**src/sv/ilist_pkg.sv**
```systemverilog
// Package with the operation codes and the command bundle shared by the list modules.
`timescale 1ns / 1ps

package ilist_pkg;

    // Width of one list entry and of the index and count fields.
    localparam int WORD_W  = 32;
    localparam int INDEX_W = 4;
    localparam int COUNT_W = 5;
    localparam int MODE_W  = 3;

    // Default number of cells in the row.
    localparam int DEFAULT_DEPTH = 16;

    // Operation codes carried by the mode field.
    localparam logic [MODE_W-1:0] MODE_APPEND = 3'd0;
    localparam logic [MODE_W-1:0] MODE_READ   = 3'd1;
    localparam logic [MODE_W-1:0] MODE_EDIT   = 3'd2;
    localparam logic [MODE_W-1:0] MODE_INSERT = 3'd3;
    localparam logic [MODE_W-1:0] MODE_DELETE = 3'd4;

    // Command broadcast from the controller to every cell; the enables are
    // already qualified by the range and full checks.
    typedef struct packed {
        logic                     append;
        logic                     edit;
        logic                     insert;
        logic                     delete;
        logic [INDEX_W-1:0]       idx;
        logic signed [WORD_W-1:0] val;
    } cell_cmd_t;

endpackage

```
**src/sv/ilist_cell.sv**
```systemverilog
// One cell of the list: holds a single entry and trades it with its neighbors.
`timescale 1ns / 1ps

module ilist_cell
    import ilist_pkg::*;
#(
    parameter int POS = 0,
    parameter int CW  = 5
)
(
    input  logic                     clk,
    input  cell_cmd_t                cmd,
    input  logic [CW-1:0]            filled,
    input  logic signed [WORD_W-1:0] left_q,
    input  logic signed [WORD_W-1:0] right_q,
    output logic signed [WORD_W-1:0] q
);

    logic signed [WORD_W-1:0] word_reg;
    logic signed [WORD_W-1:0] word_next;
    logic                     at_tail;
    logic                     at_idx;
    logic                     past_idx;

    // Position of this cell relative to the tail and to the operation index.
    assign at_tail  = (int'(filled) == POS);
    assign at_idx   = (int'(cmd.idx) == POS);
    assign past_idx = (int'(cmd.idx) < POS);

    // Pick the new content: new word, left neighbor on insert, right on delete.
    always_comb
    begin
        word_next = word_reg;
        if (cmd.append && at_tail)
        begin
            word_next = cmd.val;
        end
        else if (cmd.edit && at_idx)
        begin
            word_next = cmd.val;
        end
        else if (cmd.insert && at_idx)
        begin
            word_next = cmd.val;
        end
        else if (cmd.insert && past_idx)
        begin
            word_next = left_q;
        end
        else if (cmd.delete && (at_idx || past_idx))
        begin
            word_next = right_q;
        end
    end

    // Entry storage; contents are meaningful only below the fill count.
    always_ff @(posedge clk)
    begin
        word_reg <= word_next;
    end

    assign q = word_reg;

endmodule

```
**src/sv/ilist_ctrl.sv**
```systemverilog
// Controller of the list: decodes an item, keeps the fill count and registers the result.
`timescale 1ns / 1ps

module ilist_ctrl
    import ilist_pkg::*;
#(
    parameter int DEPTH = DEFAULT_DEPTH,
    parameter int CW    = $clog2(DEPTH + 1)
)
(
    input  logic                     clk,
    input  logic                     rst_n,
    input  logic                     accept,
    input  logic [MODE_W-1:0]        mode,
    input  logic [INDEX_W-1:0]       index,
    input  logic signed [WORD_W-1:0] value,
    input  logic signed [WORD_W-1:0] rd_word,
    output cell_cmd_t                cmd,
    output logic [CW-1:0]            filled,
    output logic                     done,
    output logic signed [WORD_W-1:0] read_value,
    output logic                     ok,
    output logic [COUNT_W-1:0]       entry_count
);

    localparam int CMPW = (CW > INDEX_W) ? CW : INDEX_W;

    logic [CW-1:0]            filled_reg;
    logic [CW-1:0]            filled_next;
    logic                     done_reg;
    logic                     ok_reg;
    logic                     ok_next;
    logic signed [WORD_W-1:0] read_value_reg;
    logic signed [WORD_W-1:0] read_value_next;
    logic [COUNT_W-1:0]       entry_count_reg;
    logic                     in_range;
    logic                     full;

    // Range and capacity checks against the current fill count.
    assign in_range = (CMPW'(index) < CMPW'(filled_reg));
    assign full     = (filled_reg == CW'(DEPTH));

    // Decode the item into a qualified cell command and the next result.
    always_comb
    begin
        cmd             = '0;
        cmd.idx         = index;
        cmd.val         = value;
        filled_next     = filled_reg;
        ok_next         = 1'b0;
        read_value_next = '0;
        if (accept)
        begin
            case (mode)
                MODE_APPEND:
                begin
                    if (!full)
                    begin
                        cmd.append  = 1'b1;
                        filled_next = filled_reg + CW'(1);
                        ok_next     = 1'b1;
                    end
                end
                MODE_READ:
                begin
                    if (in_range)
                    begin
                        read_value_next = rd_word;
                        ok_next         = 1'b1;
                    end
                end
                MODE_EDIT:
                begin
                    if (in_range)
                    begin
                        cmd.edit = 1'b1;
                        ok_next  = 1'b1;
                    end
                end
                MODE_INSERT:
                begin
                    if (in_range && !full)
                    begin
                        cmd.insert  = 1'b1;
                        filled_next = filled_reg + CW'(1);
                        ok_next     = 1'b1;
                    end
                end
                MODE_DELETE:
                begin
                    if (in_range)
                    begin
                        cmd.delete  = 1'b1;
                        filled_next = filled_reg - CW'(1);
                        ok_next     = 1'b1;
                    end
                end
                default:
                begin
                    ok_next = 1'b0;
                end
            endcase
        end
    end

    // Fill count, result strobe, ok flag and entry count.
    always_ff @(posedge clk or negedge rst_n)
    begin
        if (!rst_n)
        begin
            filled_reg      <= '0;
            done_reg        <= 1'b0;
            ok_reg          <= 1'b0;
            entry_count_reg <= '0;
        end
        else
        begin
            filled_reg <= filled_next;
            done_reg   <= accept;
            if (accept)
            begin
                ok_reg          <= ok_next;
                entry_count_reg <= COUNT_W'(filled_next);
            end
        end
    end

    // Result word.
    always_ff @(posedge clk)
    begin
        if (accept)
        begin
            read_value_reg <= read_value_next;
        end
    end

    assign filled      = filled_reg;
    assign done        = done_reg;
    assign ok          = ok_reg;
    assign read_value  = read_value_reg;
    assign entry_count = entry_count_reg;

endmodule

```
**src/sv/indexed_list_insert_delete_top.sv**
```systemverilog
// Top level of the bounded ordered list: controller plus a row of entry cells.
//
// Usage:
//   Command channel: an item (mode, index, value) is taken at a rising edge
//   where start is high and busy is low. busy stays low, so an item may be
//   issued in every cycle.
//   Result channel: one result per item. done is high for exactly one cycle,
//   the cycle after the item was taken, with read_value, ok and entry_count.
//   The receiver cannot stall; a result must be captured while done is high.
//   Throughput is 1 item per cycle. Insert and delete
//   move every later cell by one place in the same cycle, because each cell
//   loads from its left or right neighbor in parallel; the read path is a
//   mux over the first sixteen cells.
//   Reset (rst_n low) empties the list and clears done; cell contents are
//   left as they are and are only read after they have been written again.
//   An append or insert to a full list, a read, edit, insert or delete with an
//   index at or beyond the fill count, or an unknown mode: ok low, list unchanged.
`timescale 1ns / 1ps

module indexed_list_insert_delete_top
    import ilist_pkg::*;
#(
    parameter int DEPTH = DEFAULT_DEPTH
)
(
    input  logic                      clk,
    input  logic                      rst_n,
    input  logic                      start,
    output logic                      busy,
    input  logic [MODE_W-1:0]         mode,
    input  logic [INDEX_W-1:0]        index,
    input  logic signed [WORD_W-1:0]  value,
    output logic                      done,
    output logic signed [WORD_W-1:0]  read_value,
    output logic                      ok,
    output logic [COUNT_W-1:0]        entry_count
);

    localparam int CW    = $clog2(DEPTH + 1);
    localparam int RD_N  = 1 << INDEX_W;

    logic                     accept;
    cell_cmd_t                cmd;
    logic [CW-1:0]            filled;
    logic signed [WORD_W-1:0] cell_q [DEPTH];
    logic signed [WORD_W-1:0] rd_arr [RD_N];
    logic signed [WORD_W-1:0] rd_word;

    // Every cycle can take a new item.
    assign busy   = 1'b0;
    assign accept = start && !busy;

    ilist_ctrl #(
        .DEPTH (DEPTH),
        .CW    (CW)
    ) u_ctrl (
        .clk         (clk),
        .rst_n       (rst_n),
        .accept      (accept),
        .mode        (mode),
        .index       (index),
        .value       (value),
        .rd_word     (rd_word),
        .cmd         (cmd),
        .filled      (filled),
        .done        (done),
        .read_value  (read_value),
        .ok          (ok),
        .entry_count (entry_count)
    );

    // Row of cells; each takes its neighbors' words for shifting.
    for (genvar i = 0; i < DEPTH; i++)
    begin : g_cell
        logic signed [WORD_W-1:0] left_w;
        logic signed [WORD_W-1:0] right_w;

        if (i == 0)
        begin : g_first
            assign left_w = '0;
        end
        else
        begin : g_mid_l
            assign left_w = cell_q[i-1];
        end

        if (i == DEPTH - 1)
        begin : g_last
            assign right_w = cell_q[i];
        end
        else
        begin : g_mid_r
            assign right_w = cell_q[i+1];
        end

        ilist_cell #(
            .POS (i),
            .CW  (CW)
        ) u_cell (
            .clk     (clk),
            .cmd     (cmd),
            .filled  (filled),
            .left_q  (left_w),
            .right_q (right_w),
            .q       (cell_q[i])
        );
    end

    // Read taps: only the cells an index can reach.
    for (genvar k = 0; k < RD_N; k++)
    begin : g_rd
        if (k < DEPTH)
        begin : g_tap
            assign rd_arr[k] = cell_q[k];
        end
        else
        begin : g_none
            assign rd_arr[k] = '0;
        end
    end

    assign rd_word = rd_arr[index];

    // Every accepted item gives a result strobe in the next cycle.
    a_result_follows: assert property (@(posedge clk) disable iff (!rst_n)
        accept |=> done)
        else $error("result strobe missing after an accepted item");

    // No strobe without an item taken in the cycle before.
    a_no_spurious: assert property (@(posedge clk) disable iff (!rst_n)
        done |-> $past(accept))
        else $error("result strobe without an accepted item");

    // The count never passes the capacity.
    a_count_bound: assert property (@(posedge clk) disable iff (!rst_n)
        done |-> (int'(entry_count) <= DEPTH))
        else $error("entry count beyond capacity");

    // A refused operation returns a zero word.
    a_refused_zero: assert property (@(posedge clk) disable iff (!rst_n)
        (done && !ok) |-> (read_value == '0))
        else $error("nonzero word on a refused operation");

endmodule
```
**config.mk**
```make
export PLATFORM = sky130hd
export DESIGN_NAME = indexed_list_insert_delete_top
export DESIGN_NICKNAME = d
export VERILOG_FILES = /design/src/sv/ilist_pkg.sv /design/src/sv/ilist_cell.sv /design/src/sv/ilist_ctrl.sv /design/src/sv/indexed_list_insert_delete_top.sv
export SDC_FILE = /design/constraint.sdc
export NUM_CORES = 1
export LEC_CHECK = 0
export BUFFER_PORTS_ARGS = -buffer_cell sky130_fd_sc_hd__buf_2
export CAP_MARGIN = 20
export CORE_AREA = 2 2 275 345
export CTS_CLUSTER_DIAMETER = 200
export DETAILED_ROUTE_END_ITERATION = 6
export DIE_AREA = 0 0 277 347
export PLACE_DENSITY_LB_ADDON = 0.25
export SETUP_SLACK_MARGIN = 0.2
export SYNTH_ARGS = -nofsm -noshare
export SYNTH_HDL_FRONTEND = slang
export SYNTH_HIERARCHICAL = 1
export SYNTH_SLANG_ARGS = --single-unit
```
**constraint.sdc**
```tcl
create_clock -name clk -period 9.38 [get_ports clk]
set_input_delay 0.469 -clock clk [delete_from_list [all_inputs] [get_ports clk]]
set_output_delay 0.469 -clock clk [all_outputs]
set_load 0.05 [all_outputs]
```
# After elaboration in Yosys (flattened, before gate mapping)
# Cells that the tools add are included.
word_totals:
  wordCells: 286
  regBits: 556
  inputBits: 42
op_classes:
  n_addsub: 2
  bitwise: 1
  order_cmp: 17
  n_mux: 95
  n_reduce_logical: 115
  eq_ne: 35
ops:
  columns: ["operator", "n"]
  rows:
  - ["two-way mux 32 bit", 80]
  - ["binary-select mux 32 bit (select 4 bit)", 1]
  - ["logical AND 1 bit", 79]
  - ["nonzero test 5 bit", 14]
  - ["equality test 5 bit (second input constant)", 9]
  - ["equality test 4 bit (second input constant)", 8]
  - ["less-than comparator 4 bit (second input constant)", 8]
  - ["equality test 5 x 4 -> 1 bit (second input constant)", 4]
  - ["two-way mux 5 bit", 4]
  - ["equality test 4 x 3 -> 1 bit (second input constant)", 4]
  - ["less-than comparator 4 x 3 -> 1 bit (second input constant)", 4]
  - ["case mux 5 bit (3 select lines)", 1]
  - ["logical OR 1 bit", 14]
  - ["equality test 5 x 3 -> 1 bit (second input constant)", 2]
  - ["equality test 4 x 2 -> 1 bit (second input constant)", 2]
  - ["less-than comparator 4 x 2 -> 1 bit (second input constant)", 2]
  - ["nonzero test 4 bit", 2]
  - ["two-way mux 1 bit", 7]
  - ["equality test 3 x 2 -> 1 bit (second input constant)", 2]
  - ["adder 5 x 1 -> 5 bit (second input constant)", 1]
  - ["equality test 5 x 2 -> 1 bit (second input constant)", 1]
  - ["greater-or-equal comparator 5 bit (second input constant)", 1]
  - ["zero test 5 bit", 1]
  - ["less-than comparator 4 x 5 -> 1 bit", 1]
  - ["other kinds (13)", 13]

# Logic depth before layout (Yosys ltp)
depth:
  depth_word: 12
  mapped_depth: 13
  mapped_depth_nobuf: 10

# By module
# Netlist, hierarchy kept.
modules_own_cells:
  columns: ["module", "area_per_inst_um2", "cells_per_inst", "n_inst"]
  rows:
  - ["indexed_list_insert_delete_top", 3739.8, 273, 1]
  - ["ilist_cell (g_cell[14].u_cell)", 2386.0, 227, 1]
  - ["ilist_ctrl", 2362.3, 211, 1]
  - ["ilist_cell (g_cell[9].u_cell)", 2159.6, 156, 1]
  - ["ilist_cell (g_cell[11].u_cell)", 2070.7, 113, 1]
  - ["ilist_cell (g_cell[8].u_cell)", 1978.1, 112, 1]
  - ["ilist_cell (g_cell[12].u_cell)", 1956.9, 113, 1]
  - ["ilist_cell (g_cell[2].u_cell)", 1929.4, 112, 1]
  - ["ilist_cell (g_cell[4].u_cell)", 1918.1, 112, 1]
  - ["ilist_cell (g_cell[7].u_cell)", 1836.8, 147, 1]
  - ["ilist_cell (g_cell[1].u_cell)", 1821.7, 147, 1]
  - ["ilist_cell (g_cell[13].u_cell)", 1804.2, 147, 1]
  - ["ilist_cell (g_cell[15].u_cell)", 1765.4, 149, 1]
  - ["ilist_cell (g_cell[5].u_cell)", 1725.4, 149, 1]
  - ["4 more rows", null, null, null]

# Worst setup path before layout
# No wires, ideal clock.
synth_path:
  path_kind: "reg2reg"
  startpoint: "reg u_ctrl.filled_reg[1], in the netlist u_ctrl/filled[1]"
  endpoint: "reg g_cell[2].u_cell.word_reg[0] (enable)"
  path_stages_with_launch: 9
  slack_ns: 2.664
  t_arrival_ns: 6.246
  setup_ns: 0.470
  path_cell_list: "dfrtp_1 -> inv_1 -> ha_1 -> a2111oi_4 -> o21ai_2 -> nor2_1 -> nor2_1 -> a2bb2oi_1 -> o31ai_1"
synth_rtl:
  columns: ["item", "line_no", "text"]
  rows:
  - ["start, declared", "ilist_ctrl.sv:28", "logic [CW-1:0] filled_reg;"]
  - ["start signal, assigned", "ilist_ctrl.sv:118", "filled_reg <= filled_next;"]
  - ["end signal, assigned", "ilist_cell.sv:59", "word_reg <= word_next;"]
  - ["end, declared", "ilist_cell.sv:19", "logic signed [WORD_W-1:0] word_reg;"]

==> impl_metrics.ini <==
[outcome]
status = finished clean

[cts]
cts_tree = yes
numCtsBuffers = 60
holdBufCountCts = 1
cts_setup_buffers = 0
ctsResizeCount = 0
cts.root.buffer_cell = clkbuf_16
clk_pin_slew_ns = 0.06
htreeDepth = 2
cts.sinks = 556
clockBufferDepth = 3
clkLatencyLatePin_ns = 0.66

[global_routing]
grt_pass1_vias = 24989
grt_pass1_wl_um = 177000
antenna_found_initial = 4
overflow = 0
grtUsageTotal = 0.247
grt_max_degree = 121

[min_path]
min-delay-start = mode[2]
min_to = u_ctrl/ok$_DFFE_PN0P_
hold_class = in -> reg
holdPathStages = 3

[setup_path]
r2r_end = g_cell[10].u_cell/q[11]$_DFFE_PP_
r2r_cells = 13
endpoint_kind = register
crit_family = buffers and inverters
path_cells = inv_1, ha_1, nor3_1, or3_1, o21ai_2, nor2_4, buf_4, buf_4, nor2_1, o22ai_4, buf_4, nand2b_2, buf_4
critPathRequiredTime_ns = 9.67
critPathKind = reg -> reg
arrival_ns = 6.09
cp_max_fo = 75
slowest_delay_ns = 0.84
worst_path_most_repeated_cell = buf_4
rrSetupSlack_ns = 3.58
cpMaxStageDelayCell = dfrtp_1
cp-start-kind = register
crit-reg2reg-launch = u_ctrl/filled[2]$_DFF_PN0_
cp_num_buf_inv = 5

[pwr]
power.internal_mw = 4.38
seq_power_share = 0.480
ir_worst_vdd_uv = 138
p_clk_frac = 0.397
cellPowerDensity_mw_per_mm2 = 154
swShare = 0.265
cellLeakagePower_nw = 14.8
p_switching_mw = 1.58
pwr-share-comb = 0.123

[drt]
drc = 0
wirelength_um = 121000
avgViaCountPerCell = 6.20
drtIter0Drc = 2620
via_count = 24247
avgRoutedWirePerCell_um = 31.1
first_pass_iters = 7
final_antenna_net_count = 0

[final_layout]
largest_register_ff_count = 512
areaGrowthSynthToFinish_pct = 7.34
stdcell_count = 3908
fin_nets = 2702
drive_above_1_share = 0.320
post-route-util = 0.418
finalInstanceArea_mm2 = 0.0387

[timing]
period_minus_slack_ns = 5.80
fin_crit_sh = 0.619
fmaxAchievable_mhz = 172
report.final.slew_viol_count = 0
whs_ns = 0.219
maxSlewHeadroom = 0.284
worst-slew-pin-transition_ns = 1.07
setup_violations = 0
hold_violations = 0
rsz0062_at_grt = no
finalSetupTns_ns = 0
finClkSkew_ns = 0.0294

[die]
core-area_mm2 = 0.0926
start_util = 0.389
die_y_um = 347
io_pins = 82
dieArea_mm2 = 0.0961
die_x_um = 277
fp-row-count = 125

[logic_synthesis]
yosysWarnings = 6
synth_flop_cell = edfxtp_1
synth_cell_types = 93
async_flop_share = 0.0216
yosysTopAreaCell = edfxtp_1
synth_top_cell_area_share = 0.454
synth_nets = 2737
synth_edf_count = 544
synthCells = 2690
yosys-top-cells-area = edfxtp_1 (45%), mux2_4 (9.4%), mux4_2 (8.0%), mux2i_1 (7.1%), mux2_2 (5.8%)
synth_seq_cells = 556
syn_area_per_cell_um2 = 13.4
yosysSeqAreaShare = 0.462
syn_area_mm2 = 0.0360

[run]
cap_violations = 0

[placed_design]
port_buffers = 80
placed_cell_area_mm2 = 0.0368
dp_cells = 3796
gp_congestion = 0.843
dp_hpwl_um = 73700
worst register-to-register path, delay by kind of cell, from the launching register on:
kind | cells | cell delay, ns
AND/OR/NAND/NOR | 5 | 1.25
buffers and inverters | 5 | 2.70
adder cells (fa/ha/maj) | 1 | 0.34
flip-flops | 1 | 0.84
AO/OA/AOI/OAI | 2 | 0.29
routing by layer:
| layer | global-route usage | wire, um |
|---|---|---|
| met5 | 0 | 11 |
| met4 | 0.125 | 6550 |
| met3 | 0.0351 | 8210 |
| met2 | 0.423 | 59400 |
| met1 | 0.305 | 47200 |
power by group through the flow:
stage                     sequential [mW]  clock [mW]  combinational (mW)
after floorplan                      2.95           0               0.440
after detailed placement             2.91           0               0.725
after CTS                            2.86        2.40               0.727
after global routing                 2.86        2.49               0.769
final                                2.86        2.36               0.735
after global placement               2.91           0               0.710
logic make-up (layout without fill, tap and decap cells):
kind of cell    after synthesis  count (layout)  share of synthesized area
xor+xnor                      3               3                   0.000730
fa+ha+maj                     5               5                    0.00174
mux                         801             801                      0.305
other cells                   1               3                   0.000104
flops                       556             556                      0.462
buf+inv                     262             272                     0.0577
simple gates                596             596                     0.0847
compound gates              466             466                     0.0882
layout by cell type, fill, tap and decap left out, types with 62 or more instances in the layout:
cell type,netlist,final
and2_1,67,66
edfxtp_1,544,544
mux2_4,225,225
mux2i_1,256,256
o21ai_1,180,180
nand2_1,339,339
mux4_2,128,128
a22oi_1,65,65
buf_4,80,63
buf_2,19,76
o21ai_0,64,62
mux2_2,186,186
synthesized netlist by cell type (all sizes together), types with 3 or more instances:
| cell | instances |
|---|---|
| nand4bb | 9 |
| nand2 | 344 |
| nor2b | 7 |
| edfxtp | 544 |
| nand3 | 7 |
| o211ai | 37 |
| o21bai | 3 |
| and2 | 70 |
| clkbuf | 53 |
| nor4b | 5 |
| a31oi | 6 |
| nor2 | 32 |
| nor3 | 5 |
| o21a | 5 |
| a32o | 33 |
| mux4 | 128 |
| or4b | 4 |
| or3 | 5 |
| nand4b | 4 |
| mux2 | 417 |
| nand2b | 44 |
| inv | 14 |
| a2bb2oi | 5 |
| nand4 | 34 |
| dfrtp | 12 |
| a21oi | 9 |
| a211oi | 4 |
| nand3b | 9 |
| a211o | 3 |
| or2 | 3 |
| buf | 194 |
| mux2i | 256 |
| ha | 5 |
| o21ai | 271 |
| o31ai | 3 |
| o22ai | 13 |
| a22oi | 66 |
cell type report:
class	instances	area, um2
Timing Repair Buffer	151	1040
Tap cell	1206	1510
Clock inverter	34	292
Multi-Input combinational cell	1872	17600
Sequential cell	556	16600
Inverter	14	52.6
Clock buffer	73	1570
Antenna cell	2	5.00
Fill cell	8570	53900
worst max path at each step:
stage                                    start                                 to  depth (start not counted)
floorplan           u_ctrl/filled[1]$_DFF_PN0_    g_cell[2].u_cell/q[0]$_DFFE_PP_                          8
global placement                      index[1]  g_cell[10].u_cell/q[10]$_DFFE_PP_                         12
detailed placement                    index[1]  g_cell[10].u_cell/q[31]$_DFFE_PP_                         12
CTS                 u_ctrl/filled[2]$_DFF_PN0_  g_cell[10].u_cell/q[17]$_DFFE_PP_                         13
global route        u_ctrl/filled[2]$_DFF_PN0_  g_cell[10].u_cell/q[17]$_DFFE_PP_                         13
finish              u_ctrl/filled[2]$_DFF_PN0_  g_cell[10].u_cell/q[11]$_DFFE_PP_                         13
per-stage QoR:
| stage | worst slack (ns) | power [mW] |
|---|---|---|
| CTS | 3.65 | 5.99 |
| global route | 3.35 | 6.12 |
| floorplan | 2.66 | 3.39 |
| finish | 3.58 | 5.95 |
| detailed placement | 3.50 | 3.63 |
| global placement | 3.55 | 3.62 |
Power figures use the tool's default switching activity.
